$ cat src/rtl/assert_macros.svh
// Assertion helpers for the RTL files.
`ifndef ASSERT_MACROS_SVH
`define ASSERT_MACROS_SVH

// Checks an implication on every rising edge of aclk outside reset.
`define U8U2_ASSERT_CLK(label, prop, msg) \
    label: assert property (@(posedge aclk) disable iff (!aresetn) prop) else $error(msg);

// Checks a plain condition on every rising edge of aclk outside reset.
`define U8U2_ASSERT_TRUE(label, expr, msg) \
    label: assert property (@(posedge aclk) disable iff (!aresetn) (expr)) else $error(msg);

`endif

$ cat src/rtl/u8u2_pkg.sv
package u8u2_pkg;

    localparam int BYTE_W    = 8;
    localparam int CODE_W    = 16;
    localparam int STATUS_W  = 2;
    localparam int PARTIAL_W = 10;

    localparam logic [STATUS_W-1:0] ST_CHAR  = 2'd0;
    localparam logic [STATUS_W-1:0] ST_ERROR = 2'd1;
    localparam logic [STATUS_W-1:0] ST_END   = 2'd2;

    localparam logic [BYTE_W-1:0] CONT_MASK  = 8'hC0;
    localparam logic [BYTE_W-1:0] CONT_TAG   = 8'h80;
    localparam logic [BYTE_W-1:0] LEAD2_MASK = 8'hE0;
    localparam logic [BYTE_W-1:0] LEAD2_TAG  = 8'hC0;
    localparam logic [BYTE_W-1:0] LEAD3_MASK = 8'hF0;
    localparam logic [BYTE_W-1:0] LEAD3_TAG  = 8'hE0;
    localparam logic [BYTE_W-1:0] LEAD2_BITS = 8'h1F;
    localparam logic [BYTE_W-1:0] LEAD3_BITS = 8'h0F;
    localparam logic [BYTE_W-1:0] CONT_BITS  = 8'h3F;
    localparam logic [BYTE_W-1:0] ASCII_BITS = 8'h7F;

    typedef struct packed {
        logic                 err;
        logic [1:0]           pending;
        logic [PARTIAL_W-1:0] partial;
    } u8u2_state_t;

    typedef struct packed {
        logic                valid;
        logic [CODE_W-1:0]   code;
        logic [STATUS_W-1:0] status;
        logic                eos;
    } u8u2_result_t;

endpackage

$ cat src/rtl/u8u2_decode.sv
module u8u2_decode (
    input  u8u2_pkg::u8u2_state_t   state_cur,
    input  logic [7:0]              byte_in,
    input  logic                    last_byte,
    output u8u2_pkg::u8u2_state_t   state_nxt,
    output u8u2_pkg::u8u2_result_t  result
);
    import u8u2_pkg::*;

    logic [CODE_W-1:0] merged;
    logic [1:0]        pend_dec;
    logic              is_cont;

    assign merged   = {state_cur.partial, byte_in[5:0] & CONT_BITS[5:0]};
    assign pend_dec = state_cur.pending - 2'd1;
    assign is_cont  = (byte_in & CONT_MASK) == CONT_TAG;

    always_comb begin
        state_nxt     = state_cur;
        result.valid  = 1'b0;
        result.code   = '0;
        result.status = ST_CHAR;
        result.eos    = last_byte;

        if (state_cur.err) begin
            if (last_byte) begin
                result.valid  = 1'b1;
                result.status = ST_END;
            end
        end else if (state_cur.pending != 2'd0) begin
            if (!is_cont) begin
                result.valid  = 1'b1;
                result.status = ST_ERROR;
                state_nxt.err = 1'b1;
            end else if (pend_dec == 2'd0) begin
                result.valid      = 1'b1;
                result.code       = merged;
                state_nxt.pending = 2'd0;
                state_nxt.partial = '0;
            end else begin
                state_nxt.pending = pend_dec;
                state_nxt.partial = merged[PARTIAL_W-1:0];
                if (last_byte) begin
                    result.valid  = 1'b1;
                    result.status = ST_ERROR;
                end
            end
        end else if (!byte_in[7]) begin
            result.valid = 1'b1;
            result.code  = {8'h00, byte_in & ASCII_BITS};
        end else if ((byte_in & LEAD2_MASK) == LEAD2_TAG) begin
            state_nxt.pending = 2'd1;
            state_nxt.partial = {2'b00, byte_in & LEAD2_BITS};
            result.valid      = last_byte;
            result.status     = last_byte ? ST_ERROR : ST_CHAR;
        end else if ((byte_in & LEAD3_MASK) == LEAD3_TAG) begin
            state_nxt.pending = 2'd2;
            state_nxt.partial = {2'b00, byte_in & LEAD3_BITS};
            result.valid      = last_byte;
            result.status     = last_byte ? ST_ERROR : ST_CHAR;
        end else begin
            result.valid  = 1'b1;
            result.status = ST_ERROR;
            state_nxt.err = 1'b1;
        end

        if (state_nxt.err) begin
            state_nxt.pending = 2'd0;
            state_nxt.partial = '0;
        end
        if (last_byte) begin
            state_nxt = '0;
        end
    end

endmodule

$ cat src/rtl/utf8_to_ucs2_decoder.sv
// Decodes a stream of UTF-8 bytes, one byte per transaction, into 16-bit UCS-2
// code units; s_last_byte marks the byte that ends a string. Each byte passes
// an input register, one short decode step against the held sequence state,
// and a result register; a byte is taken every cycle unless the result register
// is full, m_ready is low and the byte gives a result. Lead bytes that start a
// sequence, unless they end the string, and discarded bytes after an error give
// no result. A string's first error gives status 1 once, the rest is dropped,
// and a later last byte gives an end marker with status 2. m_code_unit is zero
// unless m_status is 0; m_end_of_string is set on the result closing a string.
`include "assert_macros.svh"

module utf8_to_ucs2_decoder (
    input  logic        aclk,
    input  logic        aresetn,
    input  logic        s_valid,
    output logic        s_ready,
    input  logic [7:0]  s_byte_in,
    input  logic        s_last_byte,
    output logic        m_valid,
    input  logic        m_ready,
    output logic [15:0] m_code_unit,
    output logic [1:0]  m_status,
    output logic        m_end_of_string
);
    import u8u2_pkg::*;

    logic         in_valid_reg;
    logic [7:0]   in_byte_reg;
    logic         in_last_reg;
    u8u2_state_t  state_reg;
    u8u2_state_t  state_next;
    u8u2_result_t result;
    logic         out_valid_reg;
    logic [15:0]  out_code_reg;
    logic [1:0]   out_status_reg;
    logic         out_eos_reg;
    logic         advance;

    u8u2_decode u_decode (
        .state_cur (state_reg),
        .byte_in   (in_byte_reg),
        .last_byte (in_last_reg),
        .state_nxt (state_next),
        .result    (result)
    );

    // A transaction that gives no result may leave even while the result register is full.
    assign advance = in_valid_reg && (!result.valid || !out_valid_reg || m_ready);
    assign s_ready = !in_valid_reg || advance;

    always_ff @(posedge aclk) begin
        if (!aresetn) begin
            in_valid_reg  <= 1'b0;
            state_reg     <= '0;
            out_valid_reg <= 1'b0;
        end else begin
            if (s_ready) begin
                in_valid_reg <= s_valid;
            end
            if (advance) begin
                state_reg <= state_next;
            end
            if (advance && result.valid) begin
                out_valid_reg <= 1'b1;
            end else if (m_ready) begin
                out_valid_reg <= 1'b0;
            end
        end
    end

    always_ff @(posedge aclk) begin
        if (s_ready && s_valid) begin
            in_byte_reg <= s_byte_in;
            in_last_reg <= s_last_byte;
        end
        if (advance && result.valid) begin
            out_code_reg   <= result.code;
            out_status_reg <= result.status;
            out_eos_reg    <= result.eos;
        end
    end

    assign m_valid         = out_valid_reg;
    assign m_code_unit     = out_code_reg;
    assign m_status        = out_status_reg;
    assign m_end_of_string = out_eos_reg;

    `U8U2_ASSERT_CLK(a_code_zero, m_valid && m_status != ST_CHAR |-> m_code_unit == '0, "code set")
    `U8U2_ASSERT_CLK(a_end_closes, m_valid && m_status == ST_END |-> m_end_of_string, "end open")
    `U8U2_ASSERT_CLK(a_err_idle, state_reg.err |-> state_reg.pending == '0, "pending after error")
    `U8U2_ASSERT_CLK(a_end_clears, advance && in_last_reg |=> state_reg == '0, "state kept at end")

endmodule
$ cat config.mk
export PLATFORM = sky130hd
export DESIGN_NAME = utf8_to_ucs2_decoder
export DESIGN_NICKNAME = d
export VERILOG_FILES = /design/src/rtl/u8u2_pkg.sv /design/src/rtl/u8u2_decode.sv /design/src/rtl/utf8_to_ucs2_decoder.sv
export VERILOG_INCLUDE_DIRS = /design/src /design/src/rtl
export SDC_FILE = /design/constraint.sdc
export NUM_CORES = 1
export LEC_CHECK = 0
export BUFFER_PORTS_ARGS = -buffer_cell sky130_fd_sc_hd__buf_2
export CORE_MARGIN = 2
export CORE_UTILIZATION = 40
export CTS_CLUSTER_SIZE = 20
export DETAILED_ROUTE_END_ITERATION = 10
export PLACE_DENSITY = 0.68
export SLEW_MARGIN = 20
export SYNTH_ARGS = -nofsm -noshare
export SYNTH_HDL_FRONTEND = slang
export SYNTH_HIERARCHICAL = 1
export SYNTH_SLANG_ARGS = --single-unit
$ cat constraint.sdc
create_clock -name aclk -period 7.2 [get_ports aclk]
set_input_delay 1.44 -clock aclk [delete_from_list [all_inputs] [get_ports aclk]]
set_output_delay 1.44 -clock aclk [all_outputs]
set_load 0.01 [all_outputs]
Yosys cells after proc, flatten, opt, wreduce, memory -nomap -nowiden
Cells that the tools add are included.
{"block": "totals", "ff_bits": 43, "latchBits": 0, "ram_bits": 0, "rom_bits": 0, "output_inout_bits": 21, "elab_cells": 64, "n_memories": 0}
{"block": "op_classes", "add_sub_neg": 1, "multipliers": 0, "n_div": 0, "magnitude_cmp": 0, "eq_ne": 5, "shifts": 0, "muxes": 33, "bitwise": 0, "n_reduce_logical": 15}
{"op": "2-to-1 mux 12 bit", "n": 5}
{"op": "2-to-1 mux 13 bit", "n": 4}
{"op": "2-to-1 mux 16 bit", "n": 2}
{"op": "2-to-1 mux 19 bit", "n": 1}
{"op": "2-to-1 mux 2 bit", "n": 7}
{"op": "2-to-1 mux 1 bit", "n": 13}
{"op": "2-to-1 mux 7 bit", "n": 1}
{"op": "AND reduction 5 bit", "n": 1}
{"op": "nonzero test 5 bit", "n": 1}
{"op": "equality test 4 bit, second input constant", "n": 1}
{"op": "!= test 4 x 3 -> 1 bit, second input constant", "n": 1}
{"op": "nonzero test 2 bit", "n": 2}
{"op": "nonzero test 4 bit", "n": 1}
{"op": "equality test 3 bit, second input constant", "n": 1}
{"op": "logical AND 1 bit", "n": 3}
{"op": "zero test 1 bit", "n": 3}
{"op": "logical OR 1 bit", "n": 3}
{"op": "!= test 3 x 2 -> 1 bit, second input constant", "n": 1}
{"op": "equality test 2 bit, second input constant", "n": 1}
{"op": "zero test 2 bit", "n": 1}
{"op": "subtractor 2 x 1 -> 2 bit, second input constant", "n": 1}

Depth between registers and ports, before layout
Gate-level depths: netlist of run 1.
{"block": "depth", "ltp_word": 12, "mapped_depth": 10, "depth_no_buf": 9}

By module
Netlist of run 1, hierarchy kept.
{"mod": "utf8_to_ucs2_decoder", "n_inst": 1, "cells_per_inst": 95, "area_each_um2": 1477.7}
{"mod": "u8u2_decode", "n_inst": 1, "cells_per_inst": 98, "area_each_um2": 603.1}

Worst setup path after synthesis of run 1
Ideal clock, no wire load.
{"block": "synth_path", "kind": "register to output", "startpoint": "register state_reg[10] (netlist bit)", "endpoint": "output s_ready", "arrival_time_ns": 1.758, "path_slack_ns": 4.002, "stages_incl_launch_ff": 10, "n_path_buf": 1, "cell_sequence": "dfxtp_1 > inv_1 > ha_1 > buf_4 > nor3_1 > a21o_1 > a21oi_1 > or2_2 > and2_1 > nand2_1"}
{"item": "start, declared", "line_no": "utf8_to_ucs2_decoder.sv:30", "text": "u8u2_state_t state_reg;"}
{"item": "start signal, assigned", "line_no": "utf8_to_ucs2_decoder.sv:61", "text": "state_reg <= state_next;"}
{"item": "end, declared", "line_no": "utf8_to_ucs2_decoder.sv:16", "text": "output logic s_ready,"}

==> results.cfg, run 1 <==
[setup_path]
launching_element_type_of_the_critical_path = register
crit_chain = inv_1, ha_1, and2_1, a21o_1, a21oi_1, or2_2, and2_1, nand2_1, buf_2
slowest_delay_ps = 360
worst_path_max_delay_cell = dfxtp_1
worstRegToRegCells = 8
critical_path.most_common_cell = and2_1
end_kind = output port
critPathArrivalTime_ps = 2370
r2r_slack_ps = 3890
setup.worst_path.class = reg -> out
worstReg2RegStart = state_reg[10]
crit_required_ps = 5760
cp_max_fanout = 10
timing.rr.end = m_code_unit[5]

[clock_network]
clk_path_buf_depth = 2
cts_hold_repair.buffers = 0
clock_tree.root_cell = clkbuf_8
htree_levels = 2
resized_after_cts = 0
cts_sinks = 43
tritoncts = done
post-cts-setup-buffers = 0
cts-buffers-inserted = 5
worst_setup_hold_path_clk_slew_ps = 80
clock_latency_ps = 290

[final_layout]
multi_input_comb_area_um2 = 826
syn2layout_area_growth_pct = 11.3
layout.nets = 236
flip_flop_count_of_the_largest_register_after_layout = 16
n_fill_cell = 503
layout.area.seq_um2 = 1140
drive_above_1_share = 0.207
antenna_cells_inserted = 0

[synth]
synth_cell_types = 38
synth_enable_flop_cells = 28
ys_seq_elements = 43
synthArstFlopShare = 0
syn-mean-instance-area_um2 = 10.8
synthesis.nets = 208
synthCells = 193
synth.cell_area_um2 = 2080
synth_flop_cell = edfxtp_1
synth-warning-count = 6
synth_sequential_area_ratio = 0.548

[detailed_routing]
drt_wl_total_um = 3760
num_vias = 1403
ant_nets = 0
wl_per_cell_um = 12.9
drtPass1Iterations = 4
met3_wirelength_um = 157
routed-wl-met2_um = 1790
first_iter_violations = 68
avg_vias_per_cell = 4.80
highest-signal-layer = met4
route.detailed.drc = 0
route.layer.met1.wl_um = 1770

[floorplanning]
design.die.area_um2 = 5800
die_height_um = 76.1
start_util = 0.410
io_pins = 34
core-area_um2 = 5070
die_x_um = 76.1
rows = 26

[pwr]
p_seq_frac = 0.597
vdd_ir_drop_max_uv = 92.2
netSwitchingFraction = 0.236
leakage_power_nw = 0.821
clockPowerShare = 0.316
cellInternalPower_uw = 357
powerDensity_nw_per_um2 = 202
p_switching_uw = 110
power.share.combinational = 0.087

[placement]
place_hpwl_um = 2640
portBuffers = 33
pre_cts_ws_ps = 3740
place.gp.congestion = 0.887

[hold_path]
hold-path-endpoint = state_reg[8]
timing.hold.worst_path_depth = 2
hold_path.class = reg -> reg
min-delay-start = state_reg[8]

[sta]
tns_ps = 0
layout_setup_ws_ps = 3390
timing.hold.ws_ps = 480
period_minus_slack_ps = 3810
tightest_pin_transition_ps = 807
final-setup-viol-count = 0
fmax_ghz = 0.262
rsz_0062_raised_after_global_routing = no
hold_viol_final = 0
drv_slew = 0
slew_headroom = 0.462
timing.clock.skew_ps = 4.00
min_period_over_period = 0.530

[grt]
grt_pass1_wl_um = 6150
grt_start_max_net_pins = 29
antenna_found_initial = 0
globalRoute.totalOverflow = 0
first_global_vias = 1319
global_route.usage.total = 0.134

[run_status]
run_status = finished clean

[job]
max-cap-violations = 0
-- cells in the mapped netlist (3+ instances only) --
cell / count / share of area
nand2_1: 35 / 0.063
edfxtp_1: 28 / 0.40
and2_1: 19 / 0.057
dfxtp_1: 15 / 0.14
a21oi_1: 14 / 0.034
mux2i_1: 13 / 0.063
o21ai_0: 8 / 0.019
nor2_1: 7 / 0.013
nor3_1: 6 / 0.014
buf_4: 4 / 0.014
nor3b_1: 4 / 0.014
buf_2: 3 / 0.0072
buf_6: 3 / 0.016
inv_1: 3 / 0.0054
nand3_1: 3 / 0.0072
-- through the flow --
step	power (mW)	util	instance area (µm²)	cells
after CTS	0.470	0.456	2320	292
after floorplan	0.314	-	2080	193
final	0.467	0.456	2320	292
after global routing	0.482	0.456	2320	292
after global placement	0.324	0.440	2230	284
after detailed placement	0.325	0.440	2230	284
-- critical path: cells and delay by family, from the launching register on --
kind / cells / cell delay [ps]
AOI/OAI and AO/OA: 2 / 300
and+or+nand+nor: 4 / 900
buffers and inverters: 2 / 200
DFF: 1 / 360
adders and majority gates: 1 / 330
-- how the worst max path moves through the flow --
stage	to	from	cells after the start
2_1_floorplan	s_ready	state_reg[10]	9
3_3_place_gp	s_ready	state_reg[10]	9
3_5_place_dp	s_ready	state_reg[10]	9
4_1_cts	s_ready	state_reg[10]	9
5_1_grt	s_ready	state_reg[10]	9
6_report	s_ready	state_reg[10]	9
-- routing by layer --
metal,track usage,vias to the layer above
met5,0,-
met4,0.0600,0
met3,0.0391,4
met2,0.218,39
met1,0.166,630
li1,-,730
-- cells by family (layout without fill, tap and decap cells) --
group,after synthesis,in the layout,share of synthesized area
AO/OA/AOI/OAI,33,33,0.0998
XOR/XNOR,1,1,0.00421
adder cells (fa/ha/maj),2,2,0.0120
buffers and inverters,15,44,0.0547
flip-flops,43,43,0.548
multiplexers,13,13,0.0625
AND/OR/NAND/NOR,86,86,0.218
-- placed cells by master (no fill, tap or decap), drive strengths merged --
master / synthesis / layout
o21bai: 1 / 1
nor3: 6 / 6
a211oi: 1 / 1
buf: 11 / 33
inv: 3 / 3
nor2: 7 / 7
clkbuf: 1 / 6
dfxtp: 15 / 15
nor3b: 4 / 4
nand3: 3 / 3
a211o: 1 / 1
and2: 19 / 19
a21boi: 1 / 1
a311o: 1 / 1
or2: 1 / 1
ha: 2 / 2
xor2: 1 / 1
o21a: 1 / 1
nand3b: 1 / 1
a31oi: 2 / 2
a21o: 2 / 2
nand2: 35 / 35
or3b: 1 / 1
nor4: 2 / 2
o21ai: 8 / 8
nand4b: 2 / 2
a21oi: 14 / 14
clkinvlp: 0 / 1
clkinv: 0 / 1
mux2i: 13 / 13
a32oi: 1 / 1
nand2b: 1 / 1
nor2b: 3 / 3
edfxtp: 28 / 28
and3b: 1 / 1
-- cell type report --
class,instances,area share
well taps,70,0.0378
inverters,3,0.00486
flip-flops and latches,43,0.493
multi-input cells,135,0.357
repair buffers,33,0.0713
clock inverters,2,0.00540
clock buffers,6,0.0313
-- power by group through the flow --
stage	Combinational (mW)	Sequential [mW]	Clock (mW)
after global placement	0.0398	0.285	0
after CTS	0.0407	0.279	0.151
final	0.0405	0.279	0.148
after floorplan	0.0290	0.285	0
after global routing	0.0438	0.280	0.158
after detailed placement	0.0406	0.285	0
Note: power is estimated with default switching activity, not from simulation.
==> run 2: changes to the inputs <==
--- a/config.mk
+++ b/config.mk
@@ -11,7 +11,7 @@
 export CORE_UTILIZATION = 40
 export CTS_CLUSTER_SIZE = 20
 export DETAILED_ROUTE_END_ITERATION = 10
-export PLACE_DENSITY = 0.68
+export PLACE_DENSITY = 0.7
 export SLEW_MARGIN = 20
 export SYNTH_ARGS = -nofsm -noshare
 export SYNTH_HDL_FRONTEND = slang
==> constraint.sdc (replaced) <==
create_clock -name aclk -period 3.45 [get_ports aclk]
set_input_delay 0.69 -clock aclk [delete_from_list [all_inputs] [get_ports aclk]]
set_output_delay 0.69 -clock aclk [all_outputs]
set_load 0.01 [all_outputs]
==> results.cfg, run 2 (synthesis gave the netlist of run 1 again) <==
[run_status]
run_status = finished clean

[job]
max-cap-violations = 0

[placement]
placedCellCount = 286
place_hpwl_um = 2580
dpl_cell_area_um2 = 2250
place.gp.congestion = 0.818
portBuffers = 33

[clock_network]
cts_hold_repair.buffers = 0
clock_tree.root_cell = clkbuf_8
cts_sinks = 43
tritoncts = done
htree_levels = 2
clk_path_buf_depth = 2
cts-buffers-inserted = 5
post-cts-setup-buffers = 0
clock_latency_ps = 290
resized_after_cts = 0
worst_setup_hold_path_clk_slew_ps = 80

[sta]
rsz_0062_raised_after_global_routing = no
timing.clock.skew_ps = 11.8
drv_slew = 0
tightest_pin_transition_ps = 516
min_period_over_period = 0.871
period_minus_slack_ps = 3000
slew_headroom = 0.656
fmax_ghz = 0.333
tns_ps = 0
hold_viol_final = 0
final-setup-viol-count = 0

[detailed_routing]
avg_vias_per_cell = 4.81
num_vias = 1415
drtPass1Iterations = 4
first_iter_violations = 77
wl_per_cell_um = 12.2
drt_wl_total_um = 3590
route.detailed.drc = 0
ant_nets = 0

[pwr]
p_seq_frac = 0.591
clockPowerShare = 0.323
leakage_power_nw = 0.839
powerDensity_nw_per_um2 = 422
netSwitchingFraction = 0.223
cellInternalPower_uw = 766
p_switching_uw = 220
vdd_ir_drop_max_uv = 162
power.share.combinational = 0.086

[final_layout]
layout.area.seq_um2 = 1140
layout.cells.most_common_list = nand2_1 (35), buf_2 (33), edfxtp_1 (28), and2_1 (19), dfxtp_1 (15)
most_common_cell_after_layout_fill_and_taps_aside = nand2_1
finalCoreUtilization = 0.461
fin_cells = 294
flip_flop_count_of_the_largest_register_after_layout = 16
layout.nets = 238
antenna_cells_inserted = 0
n_fill_cell = 496
syn2layout_area_growth_pct = 12.3
multi_input_comb_area_um2 = 826
post_route_standard_cell_area_excluding_fillers_um2 = 2340
drive_above_1_share = 0.214

[floorplanning]
design.die.area_um2 = 5800
io_pins = 34
rows = 26
core-area_um2 = 5070
die_height_um = 76.1
die_x_um = 76.1
start_util = 0.410

[setup_path]
setup.worst_path.class = reg -> out
crit_required_ps = 2760
worst_path_max_delay_cell = dfxtp_1
cp_max_fanout = 10
launching_element_type_of_the_critical_path = register
critPathArrivalTime_ps = 2310
critical_path.most_common_cell = and2_1
end_kind = output port
slowest_delay_ps = 360
crit_chain = inv_1, ha_1, and2_1, a21o_1, a21oi_1, or2_2, and2_1, nand2_1, buf_2

[grt]
first_global_vias = 1290
grt_start_max_net_pins = 29
globalRoute.totalOverflow = 0
grt_pass1_wl_um = 5910
antenna_found_initial = 0
global_route.usage.total = 0.129

[hold_path]
hold_path.class = reg -> reg
==> run 2: cell count changes in the layout (fill, tap and decap cells not counted), sizes merged <==
cell,change
buf,+2
clkbuf,+1
clkinvlp,-1
==> run 2: power groups by stage <==
stage | Combinational, mW | Clock [mW] | Sequential, mW
after floorplan | 0.0606 | 0 | 0.595
after global placement | 0.0846 | 0 | 0.594
after detailed placement | 0.0852 | 0 | 0.594
after CTS | 0.0853 | 0.328 | 0.582
after global routing | 0.0938 | 0.351 | 0.584
final | 0.0850 | 0.319 | 0.582
==> run 2: area by class of cell <==
cell class              instances  share of cell area
well taps                      70              0.0375
flip-flops and latches         43               0.488
inverters                       3             0.00482
clock buffers                   7              0.0369
repair buffers                 35              0.0771
multi-input cells             135               0.353
clock inverters                 1             0.00214
==> run 2: per-stage QoR <==
stage                     worst slack, ps  power [mW]  hold slack (ps)
after CTS                             439       0.995              472
after detailed placement              763       0.679              461
after global placement                803       0.678              457
after global routing                  262        1.03              513
after floorplan                       666       0.655              440
final                                 446       0.986              476
==> run 2: path summary, 6_finish.rpt <==
path / start / to / slack, ps / depth (start not counted)
setup / recovery: state_reg[10] / s_ready / 450 / 9
hold / removal: state_reg[7] / state_reg[7] / 480 / 2
setup reg to reg: state_reg[10] / in_last_reg / 830 / 9
hold reg to reg: state_reg[7] / state_reg[7] / 480 / 2
==> run 2: layer usage <==
layer  vias to the layer above  global-route usage  wire length (µm)
li1                        736                   -                 -
met1                       631               0.160              1720
met2                        44               0.214              1650
met3                         4              0.0355               173
met4                         0              0.0491                44
met5                         -                   0                 0
==> run 2: worst max-delay path: cells and delay by family, from the launching register on <==
| kind | cells | cell delay [ps] |
|---|---|---|
| simple gates | 4 | 860 |
| buf+inv | 2 | 200 |
| compound gates | 2 | 300 |
| flops | 1 | 360 |
| fa+ha+maj | 1 | 330 |
==> run 3: changes to the inputs <==
--- a/config.mk
+++ b/config.mk
@@ -8,10 +8,10 @@
 export LEC_CHECK = 0
 export BUFFER_PORTS_ARGS = -buffer_cell sky130_fd_sc_hd__buf_2
 export CORE_MARGIN = 2
-export CORE_UTILIZATION = 40
+export CORE_UTILIZATION = 31
 export CTS_CLUSTER_SIZE = 20
 export DETAILED_ROUTE_END_ITERATION = 10
-export PLACE_DENSITY = 0.7
+export PLACE_DENSITY_LB_ADDON = 0.05
 export SLEW_MARGIN = 20
 export SYNTH_ARGS = -nofsm -noshare
 export SYNTH_HDL_FRONTEND = slang
==> results.cfg, run 3 (synthesis gave the netlist of run 1 again) <==
[setup_path]
end_kind = output port
timing.rr.end = in_byte_reg[0]
cp_max_fanout = 10
critPathArrivalTime_ps = 2360
setup.worst_path.class = reg -> out
r2r_slack_ps = 780
worstReg2RegStart = state_reg[10]
worstRegToRegCells = 9
critical_path.most_common_cell = and2_1
slowest_delay_ps = 360
crit_chain = inv_1, ha_1, and2_1, a21o_1, a21oi_1, or2_2, and2_1, nand2_1, buf_2
crit_required_ps = 2760
worst_path_max_delay_cell = dfxtp_1
launching_element_type_of_the_critical_path = register

[detailed_routing]
route.detailed.drc = 0
drtPass1Iterations = 6
num_vias = 1453
first_iter_violations = 69
avg_vias_per_cell = 4.83
wl_per_cell_um = 14.0
drt_wl_total_um = 4230
ant_nets = 0

[sta]
tightest_pin_transition_ps = 554
rsz_0062_raised_after_global_routing = no
drv_slew = 0
period_minus_slack_ps = 3050
final-setup-viol-count = 0
timing.clock.skew_ps = 5.69
slew_headroom = 0.629
min_period_over_period = 0.885
layout_setup_ws_ps = 395
tns_ps = 0
hold_viol_final = 0
fmax_ghz = 0.327

[clock_network]
clk_path_buf_depth = 2
cts_sinks = 43
tritoncts = done
worst_setup_hold_path_clk_slew_ps = 80
cts_hold_repair.buffers = 0
clock_latency_ps = 290
resized_after_cts = 0
htree_levels = 2
clock_tree.root_cell = clkbuf_8
post-cts-setup-buffers = 0
cts-buffers-inserted = 5

[hold_path]
hold-path-endpoint = state_reg[9]
hold_path.class = reg -> reg
timing.hold.worst_path_depth = 2
min-delay-start = state_reg[9]

[final_layout]
antenna_cells_inserted = 0
flip_flop_count_of_the_largest_register_after_layout = 16
fin_cells = 301
most_common_cell_after_layout_fill_and_taps_aside = nand2_1
syn2layout_area_growth_pct = 13.8
drive_above_1_share = 0.219
layout.cells.most_common_list = nand2_1 (35), buf_2 (33), edfxtp_1 (28), and2_1 (19), dfxtp_1 (15)
layout.nets = 238
finalCoreUtilization = 0.369

[grt]
antenna_found_initial = 0
globalRoute.totalOverflow = 0
grt_start_max_net_pins = 29
global_route.usage.total = 0.120
first_global_vias = 1307
grt_pass1_wl_um = 6760

[placement]
pre_cts_ws_ps = 760
portBuffers = 33
place.gp.congestion = 0.777
place_hpwl_um = 3060
placedCellCount = 293

[pwr]
powerDensity_nw_per_um2 = 449
vdd_ir_drop_max_uv = 169
finalPower_mw = 1.06
leakage_power_nw = 0.849

[floorplanning]
design.die.area_um2 = 7380
core-area_um2 = 6420
die_x_um = 85.9
rows = 29
io_pins = 34
die_height_um = 85.9
start_util = 0.324

[run_status]
run_status = finished clean

[job]
max-cap-violations = 0
run 3: worst max-delay path by stage:
stage / from / end / cells after the start
6_report: state_reg[10] / s_ready / 9
4_1_cts: state_reg[10] / s_ready / 9
3_3_place_gp: state_reg[10] / s_ready / 9
5_1_grt: state_reg[10] / s_ready / 9
2_1_floorplan: state_reg[10] / m_code_unit[0] / 10
3_5_place_dp: state_reg[10] / s_ready / 9
run 3: cell type report:
| class | count | area [µm²] |
|---|---|---|
| clock inverter | 3 | 43.8 |
| sequential | 43 | 1140 |
| inverter | 3 | 11.3 |
| tap | 77 | 96.3 |
| clock buffer | 5 | 68.8 |
| fill | 632 | 4060 |
| timing repair buffer | 35 | 180 |
| multi-input combinational | 135 | 826 |
run 3: worst max-delay path, delay by kind of cell, from the launching register on:
kind	cells	cell delay, ps
AO/OA/AOI/OAI	2	300
adder cells (fa/ha/maj)	1	340
buffers and inverters	2	200
AND/OR/NAND/NOR	4	870
flip-flops	1	360
run 3: power by group:
group	internal [mW]	leakage (nW)	switching [mW]	total, mW
sequential	0.569	0.386	0.0129	0.582
clock	0.216	0.0581	0.175	0.391
combinational	0.0349	0.405	0.0537	0.0886
run 3: metrics by stage:
step,instance area [µm²],hold WS (ps)
6_report,2370,472
4_1_cts,2370,478
2_1_floorplan,2080,440
3_5_place_dp,2250,466
3_3_place_gp,2250,462
5_1_grt,2370,505
run 3: layer usage:
metal  vias up  wire length [µm]  global-route usage
met3         6               184              0.0346
met1       675              2090               0.168
met2        37              1910               0.179
met5         -                 0                   0
li1        735                 -                   -
met4         0                38              0.0390
